<file path="src/hw/rtl/scm_pkg.sv">
// ----------------------------------------------------------------------------
// scm_pkg
// Shared constants, types and helpers for the sample-to-chunk mapper.
// ----------------------------------------------------------------------------
`default_nettype none

package scm_pkg;

  localparam int TABLE_ENTRIES = 64;
  localparam int ADDR_W = (TABLE_ENTRIES > 1) ? $clog2(TABLE_ENTRIES) : 1;
  localparam int CNT_W = $clog2(TABLE_ENTRIES + 1);

  localparam logic [1:0] CMD_LOAD = 2'd0;
  localparam logic [1:0] CMD_SAMPLE = 2'd1;
  localparam logic [1:0] CMD_CHUNK = 2'd2;

  localparam logic [1:0] ST_OK = 2'd0;
  localparam logic [1:0] ST_SAT = 2'd1;
  localparam logic [1:0] ST_RANGE = 2'd2;

  localparam int IN_DATA_W = 136;
  localparam int OUT_DATA_W = 64;

  localparam logic [3:0] DP_NOP = 4'd0;
  localparam logic [3:0] DP_ACCEPT = 4'd1;
  localparam logic [3:0] DP_SQ_FETCH = 4'd2;
  localparam logic [3:0] DP_SQ_CMP = 4'd3;
  localparam logic [3:0] DP_SQ_ZERO = 4'd4;
  localparam logic [3:0] DP_DIV_INIT = 4'd5;
  localparam logic [3:0] DP_DIV_STEP = 4'd6;
  localparam logic [3:0] DP_SQ_MULQ = 4'd7;
  localparam logic [3:0] DP_SQ_END = 4'd8;
  localparam logic [3:0] DP_CQ_FETCH = 4'd9;
  localparam logic [3:0] DP_CQ_LAST = 4'd10;
  localparam logic [3:0] DP_CQ_ACC = 4'd11;
  localparam logic [3:0] DP_PUBLISH = 4'd12;

  typedef struct packed {
    logic [3:0] op;
    logic rd_en;
    logic [ADDR_W-1:0] rd_addr;
  } scm_ctl_t;

  typedef struct packed {
    logic brk;
    logic cs_zero;
    logic have_prev;
    logic out_busy;
  } scm_sts_t;

  function automatic logic [31:0] span32(input logic [31:0] hi, input logic [31:0] lo);
    return (hi > lo) ? (hi - lo) : 32'd0;
  endfunction

endpackage

`default_nettype wire

</file>
<file path="src/hw/rtl/scm_ctrl.sv">
// ----------------------------------------------------------------------------
// scm_ctrl
// Sequencer of the sample-to-chunk mapper: accepts commands, walks the
// table, runs the divider and hands results to the output register.
// ----------------------------------------------------------------------------
`default_nettype none

module scm_ctrl
  import scm_pkg::*;
(
  input  wire logic       clk,
  input  wire logic       rst,
  input  wire logic       in_valid,
  output logic            in_ready,
  input  wire logic [1:0] in_cmd,
  input  wire logic       cfg_valid,
  output logic            cfg_ready,
  input  wire logic [6:0] cfg_data,
  output scm_ctl_t        ctl,
  input  wire scm_sts_t   sts
);

  localparam logic [3:0] S_IDLE     = 4'd0;
  localparam logic [3:0] S_SQ_RD    = 4'd1;
  localparam logic [3:0] S_SQ_FETCH = 4'd2;
  localparam logic [3:0] S_SQ_CMP   = 4'd3;
  localparam logic [3:0] S_SQ_DIV0  = 4'd4;
  localparam logic [3:0] S_DIV      = 4'd5;
  localparam logic [3:0] S_MULQ     = 4'd6;
  localparam logic [3:0] S_SQ_END   = 4'd7;
  localparam logic [3:0] S_CQ_RD    = 4'd8;
  localparam logic [3:0] S_CQ_FETCH = 4'd9;
  localparam logic [3:0] S_CQ_ACC   = 4'd10;
  localparam logic [3:0] S_CQ_LAST  = 4'd11;
  localparam logic [3:0] S_CQ_LACC  = 4'd12;
  localparam logic [3:0] S_FIN      = 4'd13;

  logic [3:0]       state;
  logic [3:0]       state_next;
  logic [CNT_W-1:0] idx;
  logic [CNT_W-1:0] idx_next;
  logic [4:0]       step;
  logic [4:0]       step_next;
  logic [6:0]       entry_count;
  logic [CNT_W-1:0] n_runs;

  assign n_runs    = (32'(entry_count) > 32'(TABLE_ENTRIES)) ? CNT_W'(TABLE_ENTRIES)
                                                             : CNT_W'(entry_count);
  assign in_ready  = (state == S_IDLE);
  assign cfg_ready = 1'b1;

  always_comb begin
    state_next  = state;
    idx_next    = idx;
    step_next   = step;
    ctl.op      = DP_NOP;
    ctl.rd_en   = 1'b0;
    ctl.rd_addr = idx[ADDR_W-1:0];
    unique case (state)
      S_IDLE: begin
        if (in_valid) begin
          ctl.op   = DP_ACCEPT;
          idx_next = '0;
          if (in_cmd == CMD_SAMPLE) begin
            state_next = S_SQ_RD;
          end else if (in_cmd == CMD_CHUNK) begin
            state_next = S_CQ_RD;
          end else begin
            state_next = S_FIN;
          end
        end
      end
      S_SQ_RD: begin
        if (idx < n_runs) begin
          ctl.rd_en  = 1'b1;
          state_next = S_SQ_FETCH;
        end else begin
          state_next = S_SQ_DIV0;
        end
      end
      S_SQ_FETCH: begin
        ctl.op     = DP_SQ_FETCH;
        state_next = S_SQ_CMP;
      end
      S_SQ_CMP: begin
        ctl.op = DP_SQ_CMP;
        if (sts.brk) begin
          state_next = S_SQ_DIV0;
        end else begin
          idx_next   = idx + 1'b1;
          state_next = S_SQ_RD;
        end
      end
      S_SQ_DIV0: begin
        if (sts.cs_zero) begin
          ctl.op     = DP_SQ_ZERO;
          state_next = S_FIN;
        end else begin
          ctl.op     = DP_DIV_INIT;
          step_next  = 5'd0;
          state_next = S_DIV;
        end
      end
      S_DIV: begin
        ctl.op    = DP_DIV_STEP;
        step_next = step + 5'd1;
        if (step == 5'd31) begin
          state_next = S_MULQ;
        end
      end
      S_MULQ: begin
        ctl.op     = DP_SQ_MULQ;
        state_next = S_SQ_END;
      end
      S_SQ_END: begin
        ctl.op     = DP_SQ_END;
        state_next = S_FIN;
      end
      S_CQ_RD: begin
        if (idx < n_runs) begin
          ctl.rd_en  = 1'b1;
          state_next = S_CQ_FETCH;
        end else if (sts.have_prev) begin
          state_next = S_CQ_LAST;
        end else begin
          state_next = S_FIN;
        end
      end
      S_CQ_FETCH: begin
        ctl.op     = DP_CQ_FETCH;
        state_next = S_CQ_ACC;
      end
      S_CQ_ACC: begin
        ctl.op     = DP_CQ_ACC;
        idx_next   = idx + 1'b1;
        state_next = S_CQ_RD;
      end
      S_CQ_LAST: begin
        ctl.op     = DP_CQ_LAST;
        state_next = S_CQ_LACC;
      end
      S_CQ_LACC: begin
        ctl.op     = DP_CQ_ACC;
        state_next = S_FIN;
      end
      S_FIN: begin
        if (!sts.out_busy) begin
          ctl.op     = DP_PUBLISH;
          state_next = S_IDLE;
        end
      end
      default: begin
        state_next = S_IDLE;
      end
    endcase
  end

  always_ff @(posedge clk) begin
    if (rst) begin
      state       <= S_IDLE;
      idx         <= '0;
      step        <= 5'd0;
      entry_count <= 7'd0;
    end else begin
      state <= state_next;
      idx   <= idx_next;
      step  <= step_next;
      if (cfg_valid && cfg_ready) begin
        entry_count <= cfg_data;
      end
    end
  end

  a_fin_holds: assert property (@(posedge clk) disable iff (rst)
    (state == S_FIN && sts.out_busy) |=> (state == S_FIN))
    else $error("result published while output register busy");

  a_idx_bound: assert property (@(posedge clk) disable iff (rst)
    (state == S_SQ_RD || state == S_CQ_RD) |-> (idx <= n_runs))
    else $error("table walk index beyond valid runs");

  a_div_len: assert property (@(posedge clk) disable iff (rst)
    (state == S_DIV && step == 5'd31) |=> (state == S_MULQ))
    else $error("divider did not finish after 32 steps");

  a_rd_fetch: assert property (@(posedge clk) disable iff (rst)
    ctl.rd_en |=> (state == S_SQ_FETCH || state == S_CQ_FETCH))
    else $error("table read not followed by fetch");

endmodule

`default_nettype wire

</file>
<file path="config.mk">
export PLATFORM = sky130hd
export DESIGN_NAME = scm_ctrl
export DESIGN_NICKNAME = d
export VERILOG_FILES = /design/src/hw/rtl/scm_pkg.sv /design/src/hw/rtl/scm_ctrl.sv
export SDC_FILE = /design/constraint.sdc
export NUM_CORES = 1
export LEC_CHECK = 0
export ABC_AREA = 1
export BUFFER_PORTS_ARGS = -buffer_cell sky130_fd_sc_hd__buf_2
export CAP_MARGIN = 25
export CORE_UTILIZATION = 49
export DETAILED_ROUTE_END_ITERATION = 10
export PLACE_DENSITY = 0.74
export SLEW_MARGIN = 5
export SYNTH_ARGS = -nofsm -noshare
export SYNTH_HDL_FRONTEND = slang
export SYNTH_SLANG_ARGS = --single-unit
</file>
<file path="constraint.sdc">
create_clock -name clk -period 1.35 [get_ports clk]
set_input_delay 0.27 -clock clk [delete_from_list [all_inputs] [get_ports clk]]
set_output_delay 0.27 -clock clk [all_outputs]
set_load 0.05 [all_outputs]
</file>
-- Word level (Yosys, flattened, before mapping)
Cells that the tools add are included.
W data, S select, Z words.
- flip-flop bits (word level): 23
- bits of input ports: 17
- output and inout bits: 13
- word-level logic and storage cells: 61
- add/subtract/negate cells: 2
- magnitude comparators: 2
- eq/ne operators: 21
- muxes and demuxes: 23
- reductions and logical operators: 9
- operator list (cell ; count):
    $pmux W4 S13 ; 1
    $pmux W4 S11 ; 1
    $eq A4 B4 Y1 const B ; 6
    $mux W4 ; 6
    $mux W7 ; 3
    $pmux W7 S3 ; 1
    $eq A4 B3 Y1 const B ; 4
    $mux W3 ; 5
    $ne A2 B2 Y1 const B ; 5
    $pmux W5 S2 ; 1
    $eq A4 B2 Y1 const B ; 2
    $add A7 B1 Y7 const B ; 1
    $gt A7 B7 Y1 const B ; 1
    $lt A7 B7 Y1 ; 1
    $reduce_and A3 Y1 ; 2
    $reduce_or A2 Y1 ; 3
    $add A5 B1 Y5 const B ; 1
    $eq A5 B5 Y1 const B ; 1
    $mux W5 ; 1
    $eq A4 B1 Y1 const B ; 1
    $logic_not A4 Y1 ; 1
    $mux W1 ; 4
    $reduce_bool A3 Y1 ; 1
    $eq A2 B1 Y1 const B ; 1
    other kinds (3) ; 3

-- Logic depth before layout (Yosys ltp)
Gate-level depths: netlist of run 1.
- depth in word-level cells: 5
- gate-level depth with buffers: 13
- mapped depth without buffers: 13

-- Worst setup path before layout of run 1
OpenSTA, ideal clock, no wires.
- path kind: reg-to-output
- start: reg entry_count[6]
- end: out ctl[6] in the netlist's numbering
- arrival: 1.911 ns
- required time: 1.080 ns
- setup slack: -0.831 ns
- stages on the path, launching flop included: 7
- path buffers: 0
- path through: dfxtp_1 -> clkinv_1 -> ha_1 -> a21o_1 -> nor2_1 -> nand2_1 -> a21oi_1
- RTL lines (what ; line ; text):
    start, declared ; scm_ctrl.sv:44 ; logic [6:0] entry_count;
    start signal, assigned ; scm_ctrl.sv:169 ; entry_count <= cfg_data;
    end, declared ; scm_ctrl.sv:19 ; output scm_ctl_t ctl,

==> results of run 1 <==
synth_stat cells:
library cell / count
nand2_1: 60
nor2_1: 38
inv_1: 26
dfxtp_1: 23
a21oi_1: 19
ha_1: 11
o21ai_0: 11
nand3_1: 9
buf_4: 7
o211ai_1: 5
nand2_2: 3
nand3b_1: 3
xor2_1: 3
inv_2: 2
nand4_1: 2
nor2_2: 2
nor3_1: 2
o21ai_1: 2
a21o_1: 1
clkbuf_1: 1
clkinv_1: 1
conb_1: 1
nand3_4: 1
o2111ai_1: 1
o21a_1: 1
o21bai_1: 1
or2_2: 1
xnor2_1: 1
how the worst max path moves through the flow:
| stage | cells past startpoint | start | end |
|---|---|---|---|
| after CTS | 11 | entry_count[6]$_SDFFE_PP0P_ | ctl[6] |
| final | 11 | entry_count[6]$_SDFFE_PP0P_ | ctl[6] |
| after global routing | 11 | entry_count[6]$_SDFFE_PP0P_ | ctl[6] |
| after floorplan | 8 | entry_count[6]$_SDFFE_PP0P_ | ctl[6] |
| after global placement | 9 | entry_count[6]$_SDFFE_PP0P_ | ctl[6] |
| after detailed placement | 9 | entry_count[6]$_SDFFE_PP0P_ | ctl[6] |
kinds of logic (layout without fill, tap and decap cells):
logic type,Yosys count,after routing,share of synthesized area
simple gates,121,121,0.3323
compound gates,41,41,0.1483
buf+inv,37,131,0.1070
flops,23,23,0.2982
fa+ha+maj,11,11,0.08914
xor+xnor,4,4,0.02269
other cells,1,1,0.002429
worst max-delay path, delay by kind of cell, from the launching register on:
family,cells,cell delay [ps]
AND/OR/NAND/NOR,6,480
AO/OA/AOI/OAI,1,150
buffers and inverters,3,330
flip-flops,1,350
adder cells (fa/ha/maj),1,290
timing repair:
action,CTS,global route
setup buffers,30,7
setup endpoints to repair,25,25
pin swaps,22,38
resized for setup,59,92
hold buffers,0,0
registers in the layout, indices dropped and copies added (netlist names):
name	count
entry_count	7
idx	7
state	4
step	5
power by group:
| part | internal (W) | leakage (nW) | switching, W |
|---|---|---|---|
| clock network | 0.000116 | 0.0150 | 0.000213 |
| logic | 0.00187 | 1.16 | 0.00246 |
| registers | 0.000788 | 0.193 | 0.000162 |
| total | 0.00278 | 1.37 | 0.00284 |
metal layers:
| metal | GRT usage | vias to the layer above |
|---|---|---|
| met5 | 0 | - |
| met4 | 0.1531 | 0 |
| met3 | 0.04018 | 61 |
| met2 | 0.5977 | 160 |
| met1 | 0.3994 | 1052 |
| li1 | - | 949 |
cell type report:
| cell class | count | area [sq um] |
|---|---|---|
| well taps | 44 | 55.05 |
| repair buffers | 98 | 800.8 |
| multi-input cells | 178 | 1356 |
| flip-flops and latches | 23 | 481.7 |
| inverters | 29 | 142.6 |
| clock buffers | 4 | 26.28 |
| fillers | 87 | 165.2 |
metrics by stage:
stage	worst slack [ps]	utilization	power (W)
2_1_floorplan	-304.3	-	0.002428
3_3_place_gp	-421.6	0.7223	0.003338
3_5_place_dp	-447.5	0.7223	0.003357
4_1_cts	-670.4	0.8471	0.004706
5_1_grt	-902.0	0.9455	0.005784
6_report	-852.3	0.9455	0.005614
==> results.sh, run 1 <==
export IMPL_core_region_area_sq_um=3028
export IMPL_cp_common_cell="nand2_1"
export IMPL_syn2layout_area_growth_pct=85.41
export IMPL_clockRootBuffer="clkbuf_4"
export IMPL_wl_microns=7289
export IMPL_fmax_ghz=0.4541
export IMPL_cp_required_ps=1080
export IMPL_holdPathEnd="entry_count[4]$_SDFFE_PP0P_"
export IMPL_fin_area_sq_um=2863
export IMPL_slew_violations=0
export IMPL_violations="negative setup slack"
export IMPL_setup_viol=21
export IMPL_vias=2222
export IMPL_min_path_cells=3
export IMPL_place_inst=353
export IMPL_finalCritPeriodShare=1.631
export IMPL_leakagePower_nw=1.366
export IMPL_fin_nets=361
export IMPL_gp_congestion=0.9638
export IMPL_ys_ff_latch=23
export IMPL_worst_slack_ps=-852.3
export IMPL_grt_max_degree=13
export IMPL_synthesis_instances=238
export IMPL_grt_pass1_vias=1975
export IMPL_htreeDepth=1
export IMPL_critPathKind="flop to primary output"
export IMPL_rows=20
export IMPL_synth_top_cell_by_area="dfxtp_1"
export IMPL_clock_sinks=23
export IMPL_wl_per_cell_microns=19.39
export IMPL_first_pass_iters=5
export IMPL_yosys_warnings=0
export IMPL_synth_top_area_share=0.2982
export IMPL_wl_met3_microns=502
export IMPL_drc_errors=0
export IMPL_io_pins=30
export IMPL_fp_dieW_microns=58.14
export IMPL_antenna_found_initial=0
export IMPL_final_cells=376
export IMPL_grt_pass1_wl_microns=8652
export IMPL_met2WireLength_microns=3513
export IMPL_drt_met1_wl_microns=2788
export IMPL_finClkSkew_ps=3.980
export IMPL_placed_area_sq_um=2187
export IMPL_rsz0062_at_grt="yes"
export IMPL_path_max_fanout=8
export IMPL_r2r_start="entry_count[6]$_SDFFE_PP0P_"
export IMPL_path_cells="clkinv_4 -> nand2_1 -> ha_1 -> nand2_1 -> inv_1 -> nand2_1 -> nand2_1 -> nand2_2 -> nand2_4 -> a21oi_4 -> buf_6"
export IMPL_vdd_ir_drop_max_v=0.001087
export IMPL_overflow=0
export IMPL_synth_top_cells_by_area="dfxtp_1 (30%), nand2_1 (15%), nor2_1 (9.2%)"
export IMPL_hold_slack_ps=163.3
export IMPL_regToRegEndpoint="state[1]$_SDFFE_PP0P_"
export IMPL_post_dp_hpwl_microns=3070
export IMPL_r2r_slack_ps=-560
export IMPL_setup_worst_path_end_class="primary output"
export IMPL_antenna_left=0
export IMPL_maxCapViolCount=0
export IMPL_min_from="cfg_data[4]"
export IMPL_numCtsBuffers=3
export IMPL_syn_nets=266
export IMPL_hold_class="input port to flop"
export IMPL_synth_area_sq_um=1544
export IMPL_crit_arrival_ps=1930
export IMPL_gr_usage_all_layers=0.3350
export IMPL_clockBufferDepth=2
export IMPL_synth_cell_type_count=28
export IMPL_yosysSeqAreaShare=0.2982
export IMPL_fin_crit_ps=2202
export IMPL_outcome="complete, but fails checks"
export IMPL_layout_common_cells="buf_4 (56), nand2_1 (31), buf_6 (24)"
export IMPL_clk_latency_ps=320
export IMPL_drtIter0Drc=293
export IMPL_critPathSlowestCell="dfxtp_2"
export IMPL_vias_per_cell=5.910
export IMPL_cp_start_kind="flop"
export IMPL_dieHeight_microns=58.14
export IMPL_layout_drive_gt1_share=0.6114
export IMPL_start_util=0.5099
export IMPL_die_area_sq_um=3380
export IMPL_io_buffers=28
export IMPL_p_per_area_nw_per_um2=1961
export IMPL_slowest_delay_ps=350
export IMPL_reg2regPathDepth=15
export IMPL_tritoncts="built"
export IMPL_finalHoldViolCount=0
export IMPL_insertedDiodeCount=0
export IMPL_tns_ps=-7468
export IMPL_avgSynthCellArea_sq_um=6.487
export IMPL_path_clk_slew_ps=130
export IMPL_final_common_cell="buf_4"
export IMPL_route_top_layer_used="met4"
(Power assumes the default switching activity.)
==> run 2: changes to the inputs <==
==> constraint.sdc (replaced) <==
create_clock -name clk -period 1.35 [get_ports clk]
set_input_delay 0.135 -clock clk [delete_from_list [all_inputs] [get_ports clk]]
set_output_delay 0.135 -clock clk [all_outputs]
set_load 0.05 [all_outputs]
==> run 2 against run 1 <==
- the run still ends with negative setup slack left
- clock power is 7.6% higher
- combinational power decreased by 11%
- total power down 8.3%
- global-route usage is 5.0 points lower
- via count shrank 8.0%
- worst setup slack improved by 250 ps
- die area stayed put
- sequential share of layout area rose by 0.83 points
- core utilization shrank 4.7 points
- fmax is 13% higher
- sequential cell count did not move
- first-iteration DRC count down 26%
- highest routed layer unchanged
==> results.sh, run 2 (synthesized netlist as in run 1, its figures left out) <==
export IMPL_leakagePower_nw=1.264
export IMPL_vias=2044
export IMPL_path_max_fanout=7
export IMPL_outcome="complete, but fails checks"
export IMPL_fin_nets=346
export IMPL_grt_pass1_vias=1735
export IMPL_die_area_sq_um=3380
export IMPL_clockBufferDepth=2
export IMPL_numCtsBuffers=3
export IMPL_fmax_ghz=0.5135
export IMPL_p_per_area_nw_per_um2=1891
export IMPL_grt_pass1_wl_microns=7417
export IMPL_core_region_area_sq_um=3028
export IMPL_post_route_util=0.8988
export IMPL_vias_per_cell=5.662
export IMPL_placed_area_sq_um=2029
export IMPL_maxCapViolCount=0
export IMPL_place_inst=331
export IMPL_post_dp_hpwl_microns=3010
export IMPL_antenna_left=0
export IMPL_wl_per_cell_microns=17.35
export IMPL_drtIter0Drc=217
export IMPL_antenna_found_initial=0
export IMPL_first_pass_iters=5
export IMPL_layout_drive_gt1_share=0.5615
export IMPL_drc_errors=0
export IMPL_start_util=0.5099
export IMPL_tritoncts="built"
export IMPL_io_buffers=28
export IMPL_hold_class="input port to flop"
export IMPL_syn2layout_area_growth_pct=76.26
export IMPL_vdd_ir_drop_max_v=0.001271
export IMPL_io_pins=30
export IMPL_cp_required_ps=1220
export IMPL_fin_area_sq_um=2721
export IMPL_fp_dieW_microns=58.14
export IMPL_reg_top3="entry_count x7, idx x7, step x5"
export IMPL_gr_usage_all_layers=0.2848
export IMPL_clk_latency_ps=330
export IMPL_dieHeight_microns=58.14
export IMPL_worst_slack_ps=-597.4
export IMPL_wl_microns=6262
export IMPL_overflow=0
export IMPL_fin_crit_ps=1947
export IMPL_clock_sinks=23
export IMPL_crit_arrival_ps=1810
export IMPL_gp_congestion=0.9734
export IMPL_htreeDepth=1
export IMPL_finClkSkew_ps=1.959
export IMPL_setup_viol=18
export IMPL_power_total_w=0.005145
export IMPL_rsz0062_at_grt="yes"
export IMPL_final_common_cell="buf_4"
export IMPL_grt_max_degree=13
export IMPL_finalHoldViolCount=0
export IMPL_slew_violations=0
export IMPL_clockRootBuffer="clkbuf_4"
export IMPL_final_cells=361
export IMPL_critPathKind="flop to primary output"
export IMPL_insertedDiodeCount=0
export IMPL_cp_start_kind="flop"
export IMPL_finalCritPeriodShare=1.443
export IMPL_rows=20
export IMPL_violations="negative setup slack"
export IMPL_layout_common_cells="buf_4 (39), nand2_1 (37), nor2_1 (23)"
export IMPL_hold_buffers=0
export IMPL_path_clk_slew_ps=140
export IMPL_setup_worst_path_end_class="primary output"
-- run 2: cell count changes in the layout (fill, tap and decap cells not counted), moves of 3 or more --
| cell | delta |
|---|---|
| buf_6 | -6 |
| inv_2 | -3 |
| nand3_2 | -3 |
| nand2_1 | +6 |
| ha_1 | -4 |
| buf_2 | +5 |
| nand2_4 | -6 |
| buf_4 | -17 |
| inv_1 | +3 |
-- run 2: repair_timing --
item                       in CTS  in global routing
gates resized for setup        66                 57
pin swaps                      28                 28
buffers inserted               18                 11
cloned                          0                  0
setup endpoints to repair      22                 22
-- run 2: routing by layer --
layer,up-vias,global-route usage,routed length [microns]
met5,-,0,0
met4,0,0.06803,333
met3,44,0.04688,534
met2,136,0.5074,2953
met1,944,0.3571,2441
li1,920,-,-
-- run 2: stage by stage --
step / setup WS, ps / TNS (ps) / hold slack [ps]
floorplan: -169.3 / -996.0 / 194.4
global placement: -296.4 / -1037 / 353.8
detailed placement: -355.9 / -1229 / 362.8
CTS: -590.3 / -3472 / 26.21
global route: -683.1 / -6138 / 17.78
finish: -597.4 / -5363 / 11.16
-- run 2: critical path: stages (launching register included) --
cell	delay, ps
dfxtp_2	370
clkinv_4	90
nand2_2	100
ha_4	200
nand2_1	70
inv_1	50
nand2_1	70
nand2_1	60
nand2_2	90
nand2_4	70
a21oi_4	130
buf_6	170
-- run 2: report_power, final --
group	total [W]	switching [W]	internal (W)
Sequential	0.000932	0.000145	0.000787
Combinational	0.00386	0.00224	0.00162
Clock	0.000354	0.000237	0.000116
Total	0.00515	0.00262	0.00252
-- run 2: final timing paths --
| check | from | endpoint | slack, ps | depth (start not counted) |
|---|---|---|---|---|
| worst max-delay path | entry_count[6]$_SDFFE_PP0P_ | ctl[6] | -600 | 11 |
| worst max register to register | entry_count[6]$_SDFFE_PP0P_ | state[1]$_SDFFE_PP0P_ | -400 | 14 |
| worst min register to register | step[4]$_SDFFE_PP0P_ | step[4]$_SDFFE_PP0P_ | 520 | 2 |
| worst min-delay path | cfg_data[1] | entry_count[1]$_SDFFE_PP0P_ | 10 | 3 |
-- run 2: layout make-up --
class,instances,area (sq um)
Inverter,29,140.1
Multi-Input combinational cell,178,1341
Tap cell,44,55.05
Timing Repair Buffer,83,678.2
Clock buffer,4,26.28
Sequential cell,23,480.5
Fill cell,121,306.5
==> run 3: changes to the inputs <==
--- a/config.mk
+++ b/config.mk
@@ -8,9 +8,11 @@
 export ABC_AREA = 1
 export BUFFER_PORTS_ARGS = -buffer_cell sky130_fd_sc_hd__buf_2
 export CAP_MARGIN = 25
+export CORE_ASPECT_RATIO = 0.9
 export CORE_UTILIZATION = 49
 export DETAILED_ROUTE_END_ITERATION = 10
-export PLACE_DENSITY = 0.74
+export MAX_ROUTING_LAYER = met4
+export PLACE_DENSITY = 0.75
 export SLEW_MARGIN = 5
 export SYNTH_ARGS = -nofsm -noshare
 export SYNTH_HDL_FRONTEND = slang
==> run 3 against run 2 <==
- the run still ends with negative setup slack left
- clock-buffer cell count shrank 1
- non-clock buffer count rose by 1
- worst setup slack got worse by 89 ps
- critical path depth is 2 lower
- cell count is 0.83% lower
- combinational power shrank 12%
- die area hardly changed
- clock power fell by 5%
- core utilization shrank 0.81 points
- critical endpoint unchanged
==> results.sh, run 3 (synthesized netlist as in run 1, its figures left out) <==
export IMPL_rows=18
export IMPL_internal_power_w=0.002301
export IMPL_cp_start_kind="flop"
export IMPL_worst_slack_ps=-686.1
export IMPL_maxCapViolCount=0
export IMPL_layout_common_cells="buf_4 (46), nand2_1 (43), nor2_1 (25)"
export IMPL_grt_pass1_vias=1632
export IMPL_setup_viol=22
export IMPL_fp_dieW_microns=61.17
export IMPL_post_dp_hpwl_microns=2956
export IMPL_reg_top3="entry_count x7, idx x7, step x5"
export IMPL_crit_end="ctl[6]"
export IMPL_vdd_ir_drop_max_v=0.001285
export IMPL_final_common_cell="buf_4"
export IMPL_r2r_start="entry_count[6]$_SDFFE_PP0P_"
export IMPL_finClkSkew_ps=14.16
export IMPL_vias_per_cell=5.687
export IMPL_seqPwrFrac=0.203
export IMPL_p_per_area_nw_per_um2=1829
export IMPL_p_clk_frac=0.072
export IMPL_grt_pass1_wl_microns=7044
export IMPL_overflow=0
export IMPL_place_inst=328
export IMPL_setup_worst_path_end_class="primary output"
export IMPL_outcome="complete, but fails checks"
export IMPL_critPathKind="flop to primary output"
export IMPL_antenna_left=0
export IMPL_tns_ps=-5798
export IMPL_start_util=0.5398
export IMPL_numCtsBuffers=3
export IMPL_finalCritPeriodShare=1.508
export IMPL_clockBufferDepth=2
export IMPL_first_pass_iters=4
export IMPL_r2r_slack_ps=-570
export IMPL_fin_nets=347
export IMPL_path_max_fanout=8
export IMPL_crit_arrival_ps=1900
export IMPL_cp_required_ps=1220
export IMPL_wl_per_cell_microns=17.61
export IMPL_sw_frac_of_total=0.5062
export IMPL_drtIter0Drc=258
export IMPL_final_cells=358
export IMPL_slew_violations=0
export IMPL_fin_crit_ps=2036
export IMPL_tritoncts="built"
export IMPL_leakagePower_nw=1.213
export IMPL_grt_max_degree=14
export IMPL_vias=2036
export IMPL_fillers=134
export IMPL_finalHoldViolCount=0
export IMPL_io_pins=30
export IMPL_wl_microns=6306
export IMPL_regToRegEndpoint="state[2]$_SDFFE_PP0P_"
export IMPL_die_area_sq_um=3380
export IMPL_htreeDepth=1
export IMPL_clk_latency_ps=330
export IMPL_min_from="cfg_data[3]"
export IMPL_syn2layout_area_growth_pct=64.99
export IMPL_core_region_area_sq_um=2860
export IMPL_io_buffers=28
export IMPL_dp_slack_ps=-321.6
export IMPL_dieHeight_microns=55.26
export IMPL_gr_usage_all_layers=0.2809
export IMPL_multi_input_area_sq_um=1206
export IMPL_cp_startpoint="entry_count[6]$_SDFFE_PP0P_"
export IMPL_combPwrFrac=0.725
export IMPL_antenna_found_initial=0
export IMPL_rsz0062_at_grt="yes"
export IMPL_seqCellArea_sq_um=479.2
export IMPL_reg2regPathDepth=13
export IMPL_clockRootBuffer="clkbuf_4"
export IMPL_path_clk_slew_ps=140
export IMPL_p_sw_w=0.002359
export IMPL_hold_class="input port to flop"
export IMPL_violations="negative setup slack"
export IMPL_insertedDiodeCount=0
export IMPL_clock_sinks=23
export IMPL_gp_congestion=0.9195
export IMPL_fmax_ghz=0.4911
export IMPL_layout_drive_gt1_share=0.5031
export IMPL_drc_errors=0
[run 3: cell types whose count changed in the layout (fill, tap and decap cells not counted), sizes merged]
cell    before  now
clkinv       1    2
clkbuf       5    4
buf         82   83
[run 3: per-layer routing]
layer	vias up	track usage	routed length [microns]	share of wire
met1	937	0.3871	2451	0.39
met2	134	0.4348	3038	0.48
li1	927	-	-	-
met5	-	-	0	0
met3	38	0.03279	507	0.080
met4	0	0.06818	308	0.049
[run 3: metrics by stage]
| stage | util | hold WS, ps | power, W | instance area [sq um] |
|---|---|---|---|---|
| 6_report | 0.8906 | 11.25 | 0.004660 | 2547 |
| 5_1_grt | 0.8906 | 18.23 | 0.004860 | 2547 |
| 4_1_cts | 0.8110 | 31.12 | 0.003947 | 2320 |
| 2_1_floorplan | - | 194.4 | 0.002423 | 1660 |
| 3_3_place_gp | 0.7060 | 354.5 | 0.003059 | 2019 |
| 3_5_place_dp | 0.7060 | 362.1 | 0.003068 | 2019 |
[run 3: worst min-delay path by stage]
stage                     slack (ps)                     endpoint  depth (start not counted)
after floorplan                  190        state[0]$_SDFFE_PP0P_                          1
after global placement           350  entry_count[1]$_SDFFE_PP0P_                          3
after detailed placement         360  entry_count[5]$_SDFFE_PP0P_                          3
after CTS                         30  entry_count[0]$_SDFFE_PP0P_                          3
after global routing              20  entry_count[0]$_SDFFE_PP0P_                          3
final                             10  entry_count[3]$_SDFFE_PP0P_                          3
[run 3: cell type report]
cell class / count / area share
well taps: 40 / 0.01965
repair buffers: 84 / 0.2569
clock inverters: 1 / 0.001965
clock buffers: 3 / 0.008841
flip-flops and latches: 23 / 0.1881
inverters: 29 / 0.05108
multi-input cells: 178 / 0.4735
[run 3: critical path: stages, from the launching register on]
cell and delay (ps):
dfxtp_2 380, clkinv_4 100, nand2_4 80, ha_4 190, a21oi_2 140, nor2_1 70
nor2_2 200, nand2_4 80, a21oi_4 140, buf_6 170
[run 3: what timing repair did]
action,4_1_cts,5_1_grt
resized for setup,44,40
setup buffers,18,13
gates cloned,0,0
pin swaps,26,29
hold buffers,0,0
setup endpoints to repair,22,23
endpoints found under the hold margin,0,0
[run 3: power groups by stage]
stage | registers [W] | clock network [W] | logic (W)
2_1_floorplan | 0.000899 | 0 | 0.00152
3_3_place_gp | 0.000920 | 0 | 0.00214
3_5_place_dp | 0.000922 | 0 | 0.00215
4_1_cts | 0.000903 | 0.000322 | 0.00272
5_1_grt | 0.000949 | 0.000363 | 0.00355
6_report | 0.000945 | 0.000335 | 0.00338
